### config.mk
export PLATFORM = sky130hd
export DESIGN_NAME = scaled_seven_segment_text_renderer_unit
export DESIGN_NICKNAME = d
export VERILOG_FILES = /design/src/hdl/sssr_pkg.sv /design/src/hdl/sssr_front.sv /design/src/hdl/sssr_queue.sv /design/src/hdl/sssr_back.sv /design/src/hdl/scaled_seven_segment_text_renderer_unit.sv
export VERILOG_INCLUDE_DIRS = /design/src /design/src/hdl
export SDC_FILE = /design/constraint.sdc
export NUM_CORES = 1
export LEC_CHECK = 0
export BUFFER_PORTS_ARGS = -buffer_cell sky130_fd_sc_hd__buf_2
export CAP_MARGIN = 20
export CORE_MARGIN = 5
export CORE_UTILIZATION = 56
export CTS_CLUSTER_DIAMETER = 200
export DETAILED_ROUTE_END_ITERATION = 12
export HOLD_SLACK_MARGIN = 0.12
export PLACE_DENSITY_LB_ADDON = 0.3
export SLEW_MARGIN = 25
export SYNTH_ARGS = -nofsm -noshare
export SYNTH_HDL_FRONTEND = slang
export SYNTH_SLANG_ARGS = --single-unit
### constraint.sdc
create_clock -name clk -period 3.9 [get_ports clk]
set_input_delay 0.195 -clock clk [delete_from_list [all_inputs] [get_ports clk]]
set_output_delay 0.195 -clock clk [all_outputs]
set_load 0.01 [all_outputs]
### src/hdl/scaled_seven_segment_text_renderer_unit_macros.svh
// Assertion helpers used by the renderer back end (sssr_back).
// Both expect clk and rst_n in scope.
`ifndef SCALED_SEVEN_SEGMENT_TEXT_RENDERER_UNIT_MACROS_SVH
`define SCALED_SEVEN_SEGMENT_TEXT_RENDERER_UNIT_MACROS_SVH

// same-cycle implication
`define SSSR_ASSERT_IMP(name, ante, cons) \
  name: assert property (@(posedge clk) disable iff (!rst_n) (ante) |-> (cons)) \
    else $error("sssr check failed");

// next-cycle implication
`define SSSR_ASSERT_NXT(name, ante, cons) \
  name: assert property (@(posedge clk) disable iff (!rst_n) (ante) |=> (cons)) \
    else $error("sssr check failed");

`endif

### src/hdl/sssr_pkg.sv
package sssr_pkg;

  localparam int SCALE_W = 4;
  localparam int NUM_W   = 27;
  localparam int GLYPH_W = 2;

  localparam int QUEUE_DEPTH = 2;  // power of two

  localparam logic CMD_LOAD = 1'b0;
  localparam logic CMD_STEP = 1'b1;

  localparam logic [GLYPH_W-1:0] GLYPH_SPACE    = 2'd0;
  localparam logic [GLYPH_W-1:0] GLYPH_HSTROKE  = 2'd1;
  localparam logic [GLYPH_W-1:0] GLYPH_VSTROKE  = 2'd2;
  localparam logic [GLYPH_W-1:0] GLYPH_LINE_END = 2'd3;

  // bit positions in a segment pattern
  localparam int SEG_A = 0;
  localparam int SEG_B = 1;
  localparam int SEG_C = 2;
  localparam int SEG_D = 3;
  localparam int SEG_E = 4;
  localparam int SEG_F = 5;
  localparam int SEG_G = 6;

  typedef struct packed {
    logic               command;
    logic [SCALE_W-1:0] scale;
    logic [NUM_W-1:0]   number;
  } in_req_t;

  typedef struct packed {
    logic [GLYPH_W-1:0] glyph;
    logic               frame_last;
  } out_res_t;

  // classified request as held in the queue
  typedef struct packed {
    logic               is_load;
    logic [SCALE_W-1:0] scale;
    logic [NUM_W-1:0]   number;
  } q_entry_t;

  typedef struct packed {
    logic     push;
    q_entry_t entry;
  } q_push_t;

  typedef struct packed {
    logic     valid;
    q_entry_t entry;
  } q_head_t;

  typedef enum logic [1:0] {
    BK_RUN,
    BK_CONV,
    BK_FIN
  } back_state_t;

  function automatic logic [6:0] seg_pattern(input logic [3:0] digit);
    logic [6:0] pat;
    unique case (digit)
      4'd0:    pat = 7'h3F;
      4'd1:    pat = 7'h06;
      4'd2:    pat = 7'h5B;
      4'd3:    pat = 7'h4F;
      4'd4:    pat = 7'h66;
      4'd5:    pat = 7'h6D;
      4'd6:    pat = 7'h7D;
      4'd7:    pat = 7'h07;
      4'd8:    pat = 7'h7F;
      4'd9:    pat = 7'h6F;
      default: pat = 7'h00;
    endcase
    return pat;
  endfunction

endpackage

### src/hdl/sssr_front.sv
module sssr_front #(
  parameter int MAX_DIGITS = 8,
  parameter int MAX_SCALE  = 15
) (
  input  logic              in_valid,
  output logic              in_ready,
  input  sssr_pkg::in_req_t in_req,
  input  logic              q_full,
  output sssr_pkg::q_push_t q_push
);
  import sssr_pkg::*;

  localparam longint unsigned DEC_LIMIT = longint'(10 ** MAX_DIGITS) - 1;

  logic [SCALE_W-1:0] scale_sat;
  logic [NUM_W-1:0]   number_sat;

  assign in_ready = !q_full;

  always_comb begin
    if (in_req.scale == '0) begin
      scale_sat = SCALE_W'(1);
    end else if (int'(in_req.scale) > MAX_SCALE) begin
      scale_sat = SCALE_W'(MAX_SCALE);
    end else begin
      scale_sat = in_req.scale;
    end
  end

  // too many digits: clamp to all nines
  always_comb begin
    if (64'(in_req.number) > DEC_LIMIT) begin
      number_sat = NUM_W'(DEC_LIMIT);
    end else begin
      number_sat = in_req.number;
    end
  end

  always_comb begin
    q_push.push          = in_valid && in_ready;
    q_push.entry.is_load = (in_req.command == CMD_LOAD);
    q_push.entry.scale   = scale_sat;
    q_push.entry.number  = number_sat;
  end

endmodule

### src/hdl/sssr_queue.sv
module sssr_queue (
  input  logic              clk,
  input  logic              rst_n,
  input  sssr_pkg::q_push_t q_push,
  output logic              q_full,
  input  logic              q_pop,
  output sssr_pkg::q_head_t q_head
);
  import sssr_pkg::*;

  localparam int PTR_W = (QUEUE_DEPTH > 1) ? $clog2(QUEUE_DEPTH) : 1;
  localparam int CNT_W = $clog2(QUEUE_DEPTH + 1);

  q_entry_t             mem [QUEUE_DEPTH];
  logic [PTR_W-1:0]     wr_ptr_r, wr_ptr_nxt;
  logic [PTR_W-1:0]     rd_ptr_r, rd_ptr_nxt;
  logic [CNT_W-1:0]     cnt_r, cnt_nxt;
  logic                 do_push, do_pop;

  assign q_full       = (cnt_r == CNT_W'(QUEUE_DEPTH));
  assign q_head.valid = (cnt_r != '0);
  assign q_head.entry = mem[rd_ptr_r];

  assign do_push = q_push.push && !q_full;
  assign do_pop  = q_pop && q_head.valid;

  always_comb begin
    wr_ptr_nxt = do_push ? wr_ptr_r + PTR_W'(1) : wr_ptr_r;
    rd_ptr_nxt = do_pop ? rd_ptr_r + PTR_W'(1) : rd_ptr_r;
    cnt_nxt    = cnt_r;
    if (do_push && !do_pop) begin
      cnt_nxt = cnt_r + CNT_W'(1);
    end else if (do_pop && !do_push) begin
      cnt_nxt = cnt_r - CNT_W'(1);
    end
  end

  always_ff @(posedge clk) begin
    if (do_push) begin
      mem[wr_ptr_r] <= q_push.entry;
    end
  end

  always_ff @(posedge clk) begin
    if (!rst_n) begin
      wr_ptr_r <= '0;
      rd_ptr_r <= '0;
      cnt_r    <= '0;
    end else begin
      wr_ptr_r <= wr_ptr_nxt;
      rd_ptr_r <= rd_ptr_nxt;
      cnt_r    <= cnt_nxt;
    end
  end

endmodule

### src/hdl/sssr_back.sv
`include "scaled_seven_segment_text_renderer_unit_macros.svh"

module sssr_back #(
  parameter int MAX_DIGITS = 8,
  parameter int MAX_SCALE  = 15
) (
  input  logic               clk,
  input  logic               rst_n,
  input  sssr_pkg::q_head_t  q_head,
  output logic               q_pop,
  output logic               out_valid,
  input  logic               out_ready,
  output sssr_pkg::out_res_t out_res
);
  import sssr_pkg::*;

  localparam int SW     = $clog2(MAX_SCALE + 1);
  localparam int RW     = $clog2(2 * MAX_SCALE + 4);
  localparam int CW     = $clog2(MAX_SCALE + 3);
  localparam int DPW    = $clog2(MAX_DIGITS + 1);
  localparam int IW     = (MAX_DIGITS > 1) ? $clog2(MAX_DIGITS) : 1;
  localparam int BCNT_W = $clog2(NUM_W + 1);

  back_state_t       state_r, state_nxt;
  logic [SW-1:0]     scale_r, scale_nxt;
  logic [RW-1:0]     row_r, row_nxt;
  logic [DPW-1:0]    dpos_r, dpos_nxt;
  logic [CW-1:0]     col_r, col_nxt;
  logic [DPW-1:0]    cnt_r, cnt_nxt;
  logic              pend_r, pend_nxt;
  logic [BCNT_W-1:0] bit_r, bit_nxt;
  logic [NUM_W-1:0]  bin_r, bin_nxt;
  logic [3:0]        bcd_r   [MAX_DIGITS];
  logic [3:0]        bcd_nxt [MAX_DIGITS];
  logic [3:0]        bcd_adj [MAX_DIGITS];
  logic              out_valid_r, out_valid_nxt;
  out_res_t          out_res_r, out_res_nxt;

  logic              out_free, emit;
  out_res_t          emit_res;
  logic [DPW-1:0]    used_digits;
  logic [IW-1:0]     dig_sel;
  logic [6:0]        seg;
  logic [RW-1:0]     row_mid, row_bot, row_end;
  logic [CW-1:0]     col_right;
  logic              horiz, at_side, upper, hseg;
  logic [GLYPH_W-1:0] cell_glyph;

  assign out_valid = out_valid_r;
  assign out_res   = out_res_r;
  assign out_free  = !out_valid_r || out_ready;

  // row landmarks: middle stroke, bottom stroke, closing line
  assign row_mid   = RW'(scale_r) + RW'(1);
  assign row_bot   = row_mid + RW'(scale_r) + RW'(1);
  assign row_end   = row_bot + RW'(1);
  assign col_right = CW'(scale_r) + CW'(2);

  // digits sit least significant first in the BCD register
  assign dig_sel = IW'(cnt_r - DPW'(1) - dpos_r);
  assign seg     = seg_pattern(bcd_r[dig_sel]);

  always_comb begin
    horiz   = (row_r == '0) || (row_r == row_mid) || (row_r == row_bot);
    at_side = (col_r == CW'(1)) || (col_r >= col_right);
    upper   = (row_r < row_mid);
    if (row_r == '0) begin
      hseg = seg[SEG_A];
    end else if (row_r == row_mid) begin
      hseg = seg[SEG_G];
    end else begin
      hseg = seg[SEG_D];
    end
    cell_glyph = GLYPH_SPACE;
    if (horiz) begin
      if (!at_side && hseg) begin
        cell_glyph = GLYPH_HSTROKE;
      end
    end else if (col_r == CW'(1)) begin
      if (upper ? seg[SEG_F] : seg[SEG_E]) begin
        cell_glyph = GLYPH_VSTROKE;
      end
    end else if (col_r >= col_right) begin
      if (upper ? seg[SEG_B] : seg[SEG_C]) begin
        cell_glyph = GLYPH_VSTROKE;
      end
    end
  end

  // double dabble: add 3 to each digit of 5 or more before the shift
  always_comb begin
    for (int i = 0; i < MAX_DIGITS; i++) begin
      bcd_adj[i] = (bcd_r[i] >= 4'd5) ? bcd_r[i] + 4'd3 : bcd_r[i];
    end
  end

  always_comb begin
    used_digits = DPW'(1);
    for (int i = 0; i < MAX_DIGITS; i++) begin
      if (bcd_r[i] != 4'd0) begin
        used_digits = DPW'(i + 1);
      end
    end
  end

  always_comb begin
    state_nxt = state_r;
    scale_nxt = scale_r;
    row_nxt   = row_r;
    dpos_nxt  = dpos_r;
    col_nxt   = col_r;
    cnt_nxt   = cnt_r;
    pend_nxt  = pend_r;
    bit_nxt   = bit_r;
    bin_nxt   = bin_r;
    for (int i = 0; i < MAX_DIGITS; i++) begin
      bcd_nxt[i] = bcd_r[i];
    end
    q_pop               = 1'b0;
    emit                = 1'b0;
    emit_res.glyph      = GLYPH_SPACE;
    emit_res.frame_last = 1'b0;

    unique case (state_r)
      BK_RUN: begin
        if (q_head.valid) begin
          if (q_head.entry.is_load) begin
            q_pop     = 1'b1;
            scale_nxt = SW'(q_head.entry.scale);
            bin_nxt   = q_head.entry.number;
            bit_nxt   = '0;
            pend_nxt  = 1'b0;
            for (int i = 0; i < MAX_DIGITS; i++) begin
              bcd_nxt[i] = 4'd0;
            end
            state_nxt = BK_CONV;
          end else if (!pend_r) begin
            q_pop = 1'b1;  // nothing to draw, drop the request
          end else if (out_free) begin
            q_pop = 1'b1;
            emit  = 1'b1;
            if (row_r >= row_end) begin
              emit_res.glyph      = GLYPH_LINE_END;
              emit_res.frame_last = 1'b1;
              pend_nxt            = 1'b0;
            end else if (dpos_r >= cnt_r) begin
              emit_res.glyph = GLYPH_LINE_END;
              row_nxt        = row_r + RW'(1);
              dpos_nxt       = '0;
              col_nxt        = CW'(1);
            end else if (col_r == '0) begin
              emit_res.glyph = GLYPH_SPACE;  // gap between digits
              col_nxt        = CW'(1);
            end else begin
              emit_res.glyph = cell_glyph;
              if (col_r >= col_right) begin
                dpos_nxt = dpos_r + DPW'(1);
                col_nxt  = '0;
              end else begin
                col_nxt = col_r + CW'(1);
              end
            end
          end
        end
      end
      BK_CONV: begin
        bin_nxt    = {bin_r[NUM_W-2:0], 1'b0};
        bcd_nxt[0] = {bcd_adj[0][2:0], bin_r[NUM_W-1]};
        for (int i = 1; i < MAX_DIGITS; i++) begin
          bcd_nxt[i] = {bcd_adj[i][2:0], bcd_adj[i-1][3]};
        end
        bit_nxt = bit_r + BCNT_W'(1);
        if (bit_r == BCNT_W'(NUM_W - 1)) begin
          state_nxt = BK_FIN;
        end
      end
      BK_FIN: begin
        cnt_nxt   = used_digits;
        row_nxt   = '0;
        dpos_nxt  = '0;
        col_nxt   = CW'(1);
        pend_nxt  = 1'b1;
        state_nxt = BK_RUN;
      end
      default: begin
        state_nxt = BK_RUN;
      end
    endcase

    out_valid_nxt = emit || (out_valid_r && !out_ready);
    out_res_nxt   = emit ? emit_res : out_res_r;
  end

  always_ff @(posedge clk) begin
    bin_r     <= bin_nxt;
    out_res_r <= out_res_nxt;
    for (int i = 0; i < MAX_DIGITS; i++) begin
      bcd_r[i] <= bcd_nxt[i];
    end
  end

  always_ff @(posedge clk) begin
    if (!rst_n) begin
      state_r     <= BK_RUN;
      scale_r     <= SW'(1);
      row_r       <= '0;
      dpos_r      <= '0;
      col_r       <= '0;
      cnt_r       <= '0;
      pend_r      <= 1'b0;
      bit_r       <= '0;
      out_valid_r <= 1'b0;
    end else begin
      state_r     <= state_nxt;
      scale_r     <= scale_nxt;
      row_r       <= row_nxt;
      dpos_r      <= dpos_nxt;
      col_r       <= col_nxt;
      cnt_r       <= cnt_nxt;
      pend_r      <= pend_nxt;
      bit_r       <= bit_nxt;
      out_valid_r <= out_valid_nxt;
    end
  end

  `SSSR_ASSERT_NXT(a_load_starts_conv, state_r == BK_RUN && q_head.valid && q_head.entry.is_load, state_r == BK_CONV)
  `SSSR_ASSERT_IMP(a_digit_pos_range, pend_r, dpos_r <= cnt_r && cnt_r != '0)
  `SSSR_ASSERT_IMP(a_col_range, pend_r, col_r <= col_right)
  `SSSR_ASSERT_NXT(a_last_ends_frame, emit && emit_res.frame_last, !pend_r && out_valid_r)

endmodule

### src/hdl/scaled_seven_segment_text_renderer_unit.sv
// Step request: queued, then registered at the output; one glyph per cycle
// sustained while out_ready is high and steps are queued, set by the raster counters.
// Load request: the back end converts all NUM_W bits from binary to BCD
// (one bit per cycle); the 2-entry request queue keeps accepting meanwhile until full.
// Reset (rst_n low, synchronous): no frame pending, scale one, queue and output empty.
module scaled_seven_segment_text_renderer_unit #(
  parameter int MAX_DIGITS = 8,
  parameter int MAX_SCALE  = 15
) (
  input  logic               clk,
  input  logic               rst_n,
  input  logic               in_valid,
  output logic               in_ready,
  input  sssr_pkg::in_req_t  in_req,
  output logic               out_valid,
  input  logic               out_ready,
  output sssr_pkg::out_res_t out_res
);
  import sssr_pkg::*;

  q_push_t q_push;
  q_head_t q_head;
  logic    q_full;
  logic    q_pop;

  sssr_front #(
    .MAX_DIGITS (MAX_DIGITS),
    .MAX_SCALE  (MAX_SCALE)
  ) u_front (
    .in_valid (in_valid),
    .in_ready (in_ready),
    .in_req   (in_req),
    .q_full   (q_full),
    .q_push   (q_push)
  );

  sssr_queue u_queue (
    .clk    (clk),
    .rst_n  (rst_n),
    .q_push (q_push),
    .q_full (q_full),
    .q_pop  (q_pop),
    .q_head (q_head)
  );

  sssr_back #(
    .MAX_DIGITS (MAX_DIGITS),
    .MAX_SCALE  (MAX_SCALE)
  ) u_back (
    .clk       (clk),
    .rst_n     (rst_n),
    .q_head    (q_head),
    .q_pop     (q_pop),
    .out_valid (out_valid),
    .out_ready (out_ready),
    .out_res   (out_res)
  );

endmodule

==> out/qor.csv, run 1 <==
stage;metric;value;unit
outcome;run_status;finished, final reports clean;
power;power_leakage;0.00374;uW
yosys;synth.net_count;870;
sta;tightestPinTransition;0.711;ns
yosys;ys_ff_latch;163;
sta;fmaxAchievable;270;MHz
layout;most_frequent_standard_cell_in_the_layout_excluding_fill_and_tap_cells;edfxtp_1;
detailed_routing;routed_wl;16.7;mm
min_path;worstHoldStart;out_ready;
worst_setup_path;worst-path-max-fanout;7;
yosys;syn-cell-area;8510;um2
power;power.share.clock;0.237;
power;share_comb_of_total_power;0.342;
min_path;whs_path_depth;3;
sta;finalHoldViolations;0;
yosys;synth_enable_flop_cells;126;
worst_setup_path;ff2ff_setup_slack;0.19;ns
placement;portBuffers;40;
worst_setup_path;rr_worst_depth;14;
worst_setup_path;timing.critical_path.arrival;4.03;ns
layout;antenna_cells_inserted;0;
floorplan;design.core.area;15000;um2
worst_setup_path;worst-endpoint-required;4.22;ns
min_path;min_delay_worst_endpoint;u_back.out_valid;
power;power.net_switching;2480;uW
cts;later_pin_clock_latency_in_the_skew_report;0.43;ns
cts;cts_tree;done;
cts;clock_slew_at_the_register_clock_pins_of_the_worst_setup_and_hold_paths;0.06;ns
layout;number_of_nets_in_the_layout;937;
cts;numCtsBuffers;17;
sta;rsz_0062_raised_after_global_routing;false;
floorplan;initial_core_util;0.566;
sta;maxSlewHeadroom;0.521;
power;power_density;701;nW/um2
worst_setup_path;worstReg2RegStart;u_back.scale_r[2];
detailed_routing;first_pass_iters;5;
cts;number_of_levels_in_the_clock_h_tree;4;
placement;globalplace.congestion;0.843;
layout;number_of_filler_instances_in_the_final_layout;1124;
detailed_routing;final_antenna_net_count;0;
min_path;hold_path_class;in -> reg;
power;p_int;4380;uW
power;worst_ir_drop_vdd;0.000403;V
detailed_routing;wl_per_cell;16.0;um
worst_setup_path;crit_path_start_kind;register;
yosys;post_synth.cell_area_avg;10.9;um2
global_route;initial_antenna_violation_count;0;
worst_setup_path;crit_type;reg -> reg;
worst_setup_path;regToRegEndpoint;u_back.row_r[1];
floorplan;core.rowCount;45;
sta;fin_crit;3.71;ns
sta;final.setup_skew;0.0108;ns
floorplan;area_of_the_die;17800;um2
floorplan;die_height;133;um
global_route;grt_max_degree;61;
detailed_routing;iteration_0_drc_markers;462;
yosys;syn-instance-count;777;
yosys;asr_flop_ratio_synth;0;
layout;post_route_cells_drive_above_1_share;0.145;
floorplan;io_pins;41;
floorplan;die-width;133;um
layout;final_cell_area;9770;um2
power;total_power;6850;uW
yosys;synth_cell_types;53;
layout;most-common-layout-cells;edfxtp_1 (126), nand2_1 (79), nor2_1 (66), o21ai_0 (57), ha_1 (56);
layout;flow.area_growth_from_synthesis;14.9;%
sta;finalSetupViolCount;0;
yosys;synth_top_flop_cell;edfxtp_1;
global_route;grt_util_all_layers;0.193;
cts;cts_num_sinks;163;
cts;cts-root-buf;clkbuf_16;
sta;final_worst_path_cycle_share;0.951;
power;power.share.sequential;0.421;
detailed_routing;drc_errors;0;
cts;clockBufferDepth;2;
global_route;number_of_global_route_vias_before_repair;5988;
global_route;globalRouteOverflowTotal;0;
yosys;synth.yosys.seq_area_share;0.532;
sta;fin_tns_setup;0;ns
worst_setup_path;setup.worst_path.end_class;register;
global_route;first_pass_grt_wire_length;27.7;mm
placement;dp_hpwl;11.3;mm
power;sw_frac_of_total;0.361;
detailed_routing;vias_per_cell;5.70;
detailed_routing;route.vias.total;5956;
sta;number_of_max_slew_violations_in_the_final_report;0;
placement;instance_area_at_placement;8950;um2
flow_run;max-cap-violations;0;
yosys;synth_warnings;0;
## cell families after synthesis
kind of cell    synth area share
mux                       0.0674
buf+inv                   0.0305
simple gates               0.159
fa+ha+maj                 0.0847
compound gates            0.0941
xor+xnor                  0.0328
flops                      0.532
## what timing repair did
item / in CTS / in global routing
setup endpoints to repair: 0 / 10
hold buffers: 24 / 0
resized for setup: 0 / 2
buffers inserted: 0 / 0
hold endpoints to repair: 48 / 0
## cells in the mapped netlist (all sizes together), types with 4 or more instances
cell    number  share of area
nor3b        5         0.0044
o211a        5         0.0059
nor3        15         0.0088
o211ai       4         0.0035
nor2b       14          0.010
xnor2       14          0.015
nand3       12         0.0071
nand2b      17          0.013
inv         41          0.018
a21o         4         0.0035
clkbuf      25          0.011
o21ai       58          0.034
a21boi       5         0.0044
nand4       12         0.0088
ha          56          0.082
edfxtp     126           0.44
mux4         8          0.021
a21oi       38          0.023
xor2        17          0.018
nand2       79          0.035
dfxtp       37          0.087
mux2i       37          0.045
and3         8         0.0059
nor2        67          0.030
and2        11         0.0081
a31oi        5         0.0037
or2         20          0.015
o21a         4         0.0035
nor4         4         0.0029
## registers in the layout (all words and copies together) (netlist names), 3 cells and up, named ones only
signal,flops
u_back.bcd_r,32
u_back.bin_r,27
u_back.bit_r,5
u_back.cnt_r,4
u_back.col_r,5
u_back.dpos_r,4
u_back.out_res,3
u_back.row_r,6
u_back.scale_r,4
u_queue.mem,64
## worst max-delay path by stage
stage	startpoint	endpoint	slack, ns	cells after the start
6_report	u_back.scale_r[2]	u_back.row_r[1]	0.19	14
5_1_grt	u_back.scale_r[2]	u_back.row_r[0]	0.001	14
4_1_cts	u_back.scale_r[2]	u_back.row_r[5]	0.05	14
3_5_place_dp	u_back.scale_r[2]	u_back.row_r[5]	0.07	14
3_3_place_gp	u_back.scale_r[1]	u_back.row_r[5]	0.26	14
2_1_floorplan	u_back.scale_r[1]	u_back.row_r[1]	0.18	15
## final cells by class
type | instances | area, um2 | area share
clock buffer | 17 | 425 | 0.0435
clock inverter | 15 | 149 | 0.0152
inverter | 41 | 154 | 0.0157
multi-input combinational | 545 | 3740 | 0.383
sequential | 163 | 4530 | 0.463
tap | 188 | 235 | 0.0241
timing repair buffer | 76 | 543 | 0.0556
## metal layers
| metal | share of wire | GRT usage | up-vias | wire (um) |
|---|---|---|---|---|
| met4 | 0.015 | 0.0726 | 0 | 252 |
| met5 | 0 | 0 | - | 0 |
| met1 | 0.43 | 0.235 | 2908 | 7270 |
| met2 | 0.51 | 0.344 | 113 | 8600 |
| met3 | 0.036 | 0.0325 | 21 | 610 |
| li1 | - | - | 2914 | - |
## through the flow
step | setup WS [ns] | cells | hold slack (ns) | utilization
4_1_cts | 0.0521 | 1045 | 0.128 | 0.650
3_5_place_dp | 0.0723 | 989 | 0.413 | 0.595
6_report | 0.191 | 1045 | 0.145 | 0.650
5_1_grt | 0.00150 | 1045 | 0.142 | 0.650
3_3_place_gp | 0.256 | 989 | 0.401 | 0.595
2_1_floorplan | 0.178 | 777 | 0.342 | -
## power by group through the flow
stage / Combinational [uW] / Clock (uW) / Sequential, uW
after floorplan: 1780 / 0 / 2800
after global placement: 2190 / 0 / 2880
after detailed placement: 2330 / 0 / 2910
after CTS: 2360 / 1660 / 2880
after global routing: 2640 / 1730 / 2940
final: 2340 / 1630 / 2880
## worst max-delay path, stage by stage (launching register included)
cell	delay, ns
dfxtp_1	0.35
ha_1	0.17
nand2_1	0.07
ha_1	0.38
o41ai_1	0.36
a21oi_1	0.09
xnor2_1	0.15
ha_1	0.32
and4_1	0.22
nor2b_1	0.14
or4_4	0.54
or2_2	0.35
a21oi_1	0.20
o22ai_1	0.10
and2_1	0.16
(Power assumes the default switching activity.)
==> run 2, diff against run 1 <==
- CORE_ASPECT_RATIO: unset -> 0.9
==> out/qor.csv, run 2 (same netlist as run 1, synthesis figures left out) <==
stage;metric;value;unit
worst_setup_path;max_stage_delay;0.54;ns
detailed_routing;wl_met1;7.60;mm
layout;number_of_filler_instances_in_the_final_layout;1113;
worst_setup_path;critPathSlowestCell;or4_4;
detailed_routing;top_layer;met4;
worst_setup_path;worst_path_dominant_cell_family;simple AND/OR/NAND/NOR gates;
floorplan;die_height;127;um
detailed_routing;route.vias.total;5945;
worst_setup_path;crit_type;reg -> reg;
min_path;whs_path_depth;3;
sta;fin_crit;3.68;ns
floorplan;die-width;140;um
layout;post-route-util;0.666;
sta;fmaxAchievable;272;MHz
global_route;first_pass_grt_wire_length;28.5;mm
power;power.share.sequential;0.408;
min_path;min_delay_worst_endpoint;u_queue.mem[1][11];
floorplan;core.rowCount;42;
placement;portBuffers;40;
layout;antenna_cells_inserted;0;
cts;number_of_levels_in_the_clock_h_tree;4;
global_route;grt_util_all_layers;0.199;
power;total_power;7090;uW
worst_setup_path;crit_path_start_kind;register;
sta;finalSetupViolCount;0;
worst_setup_path;setup.worst_path.end_class;register;
cts;cts-root-buf;clkbuf_16;
sta;rsz_0062_raised_after_global_routing;false;
sta;maxSlewHeadroom;0.511;
cts;numCtsBuffers;17;
power;power.net_switching;2500;uW
placement;globalplace.congestion;0.893;
global_route;grt_max_degree;60;
sta;final_worst_path_cycle_share;0.944;
power;p_int;4590;uW
min_path;worstHoldStart;in_req[11];
layout;number_of_nets_in_the_layout;938;
floorplan;area_of_the_die;17800;um2
cts;clock_slew_at_the_register_clock_pins_of_the_worst_setup_and_hold_paths;0.07;ns
layout;post_route_cells_drive_above_1_share;0.148;
floorplan;io_pins;41;
floorplan;design.core.area;14800;um2
global_route;initial_antenna_violation_count;0;
detailed_routing;wl_per_cell;16.2;um
global_route;globalRouteOverflowTotal;0;
cts;cts_num_sinks;163;
layout;regMostFlops;u_queue.mem;
placement;instance_area_at_placement;8970;um2
detailed_routing;final_antenna_net_count;0;
sta;number_of_max_slew_violations_in_the_final_report;0;
sta;final.setup_skew;0.00746;ns
worst_setup_path;timing.critical_path.cells;ha_1 -> nand2_1 -> ha_2 -> o41ai_1 -> a21oi_1 -> xnor2_1 -> ha_1 -> and4_1 -> nor2b_1 -> or4_4 -> or2_2 -> a21oi_1 -> o21ai_0 -> and2_1;
worst_setup_path;regToRegEndpoint;u_back.row_r[0];
outcome;run_status;finished, final reports clean;
power;power_leakage;0.00378;uW
sta;tightestPinTransition;0.726;ns
layout;flow.area_growth_from_synthesis;16.0;%
sta;hold_slack;0.147;ns
detailed_routing;vias_per_cell;5.63;
detailed_routing;wire_length_on_met2;8.57;mm
placement;dp_hpwl;11.4;mm
power;worst_ir_drop_vdd;0.000404;V
global_route;number_of_global_route_vias_before_repair;5983;
detailed_routing;met3_wirelength;718;um
min_path;hold_path_class;in -> reg;
worst_setup_path;stages_on_the_worst_setup_path;14;
layout;most_frequent_standard_cell_in_the_layout_excluding_fill_and_tap_cells;edfxtp_1;
layout;final_cell_area;9870;um2
detailed_routing;drc_errors;0;
worst_setup_path;worst-endpoint-required;4.21;ns
worst_setup_path;worstPathBufferInverterCount;0;
worst_setup_path;timing.critical_path.arrival;3.99;ns
worst_setup_path;rr_worst_depth;14;
detailed_routing;first_pass_iters;5;
layout;max_ffs_per_register;64;
power;power_density;718;nW/um2
detailed_routing;routed_wl;17.1;mm
worst_setup_path;worst-path-max-fanout;7;
power;sw_frac_of_total;0.353;
layout;layout_top_registers;u_queue.mem: 64 flops, u_back.bcd_r: 32 flops, u_back.bin_r: 27 flops;
worst_setup_path;worstReg2RegStart;u_back.scale_r[2];
power;share_comb_of_total_power;0.334;
cts;later_pin_clock_latency_in_the_skew_report;0.42;ns
flow_run;max-cap-violations;0;
detailed_routing;iteration_0_drc_markers;510;
power;power.share.clock;0.258;
sta;finalHoldViolations;0;
floorplan;initial_core_util;0.574;
worst_setup_path;ff2ff_setup_slack;0.22;ns
cts;clockBufferDepth;2;
layout;most-common-layout-cells;edfxtp_1 (126), nand2_1 (79), nor2_1 (66), o21ai_0 (57), ha_1 (55);
cts;cts_tree;done;
run 2: cell types whose count changed in the layout (fill, tap and decap cells not counted), sizes merged:
cell | before | now
inv | 47 | 46
clkinv | 5 | 6
bufinv | 1 | 4
buf | 52 | 53
clkinvlp | 3 | 0
run 2: timing repair:
item | 4_1_cts | 5_1_grt
hold buffers | 24 | 0
buffers inserted | 0 | 0
gates resized for setup | 2 | 2
hold endpoints to repair | 48 | 0
endpoints found under the setup margin | 3 | 8
run 2: per-stage QoR:
step,setup TNS [ns],std cells,setup WS (ns)
6_report,0,1056,0.219
5_1_grt,0,1056,0.00445
4_1_cts,0,1056,0.0777
3_5_place_dp,-0.106,1000,-0.0730
3_3_place_gp,0,1000,0.129
2_1_floorplan,0,777,0.178
run 2: cell type report:
| cell class | instances | area (um2) | share of cell area |
|---|---|---|---|
| clock inverter | 15 | 223 | 0.0226 |
| timing repair buffer | 77 | 551 | 0.0558 |
| clock buffer | 17 | 425 | 0.0431 |
| inverter | 41 | 154 | 0.0156 |
| tap | 198 | 248 | 0.0251 |
| multi-input combinational | 545 | 3740 | 0.379 |
| sequential | 163 | 4530 | 0.459 |
run 2: power groups by stage:
stage | sequential (uW) | combinational [uW] | clock, uW
after floorplan | 2800 | 1780 | 0
after global placement | 2880 | 2200 | 0
after detailed placement | 2910 | 2330 | 0
after CTS | 2890 | 2370 | 1850
after global routing | 2950 | 2660 | 1940
final | 2890 | 2370 | 1830
run 2: worst reg2reg max path: stages (launching register included):
cell and delay, ns:
dfxtp_2 0.39, ha_1 0.18, nand2_1 0.06, ha_2 0.33, o41ai_1 0.35, a21oi_1 0.09
xnor2_1 0.14, ha_1 0.33, and4_1 0.22, nor2b_1 0.14, or4_4 0.54, or2_2 0.35
a21oi_1 0.19, o21ai_0 0.11, and2_1 0.16
run 2: routing by layer:
layer,up-vias,GRT usage
met1,2871,0.253
met2,135,0.346
met4,0,0.0501
met3,23,0.0455
li1,2916,-
met5,-,0
run 2: how the worst max path moves through the flow:
| stage | startpoint | to | slack, ns |
|---|---|---|---|
| 3_3_place_gp | u_back.scale_r[2] | u_back.row_r[5] | 0.13 |
| 5_1_grt | u_back.scale_r[2] | u_back.row_r[0] | 0.004 |
| 2_1_floorplan | u_back.scale_r[1] | u_back.row_r[1] | 0.18 |
| 4_1_cts | u_back.scale_r[2] | u_back.row_r[0] | 0.08 |
| 3_5_place_dp | u_back.scale_r[2] | u_back.row_r[4] | -0.07 |
| 6_report | u_back.scale_r[2] | u_back.row_r[0] | 0.22 |
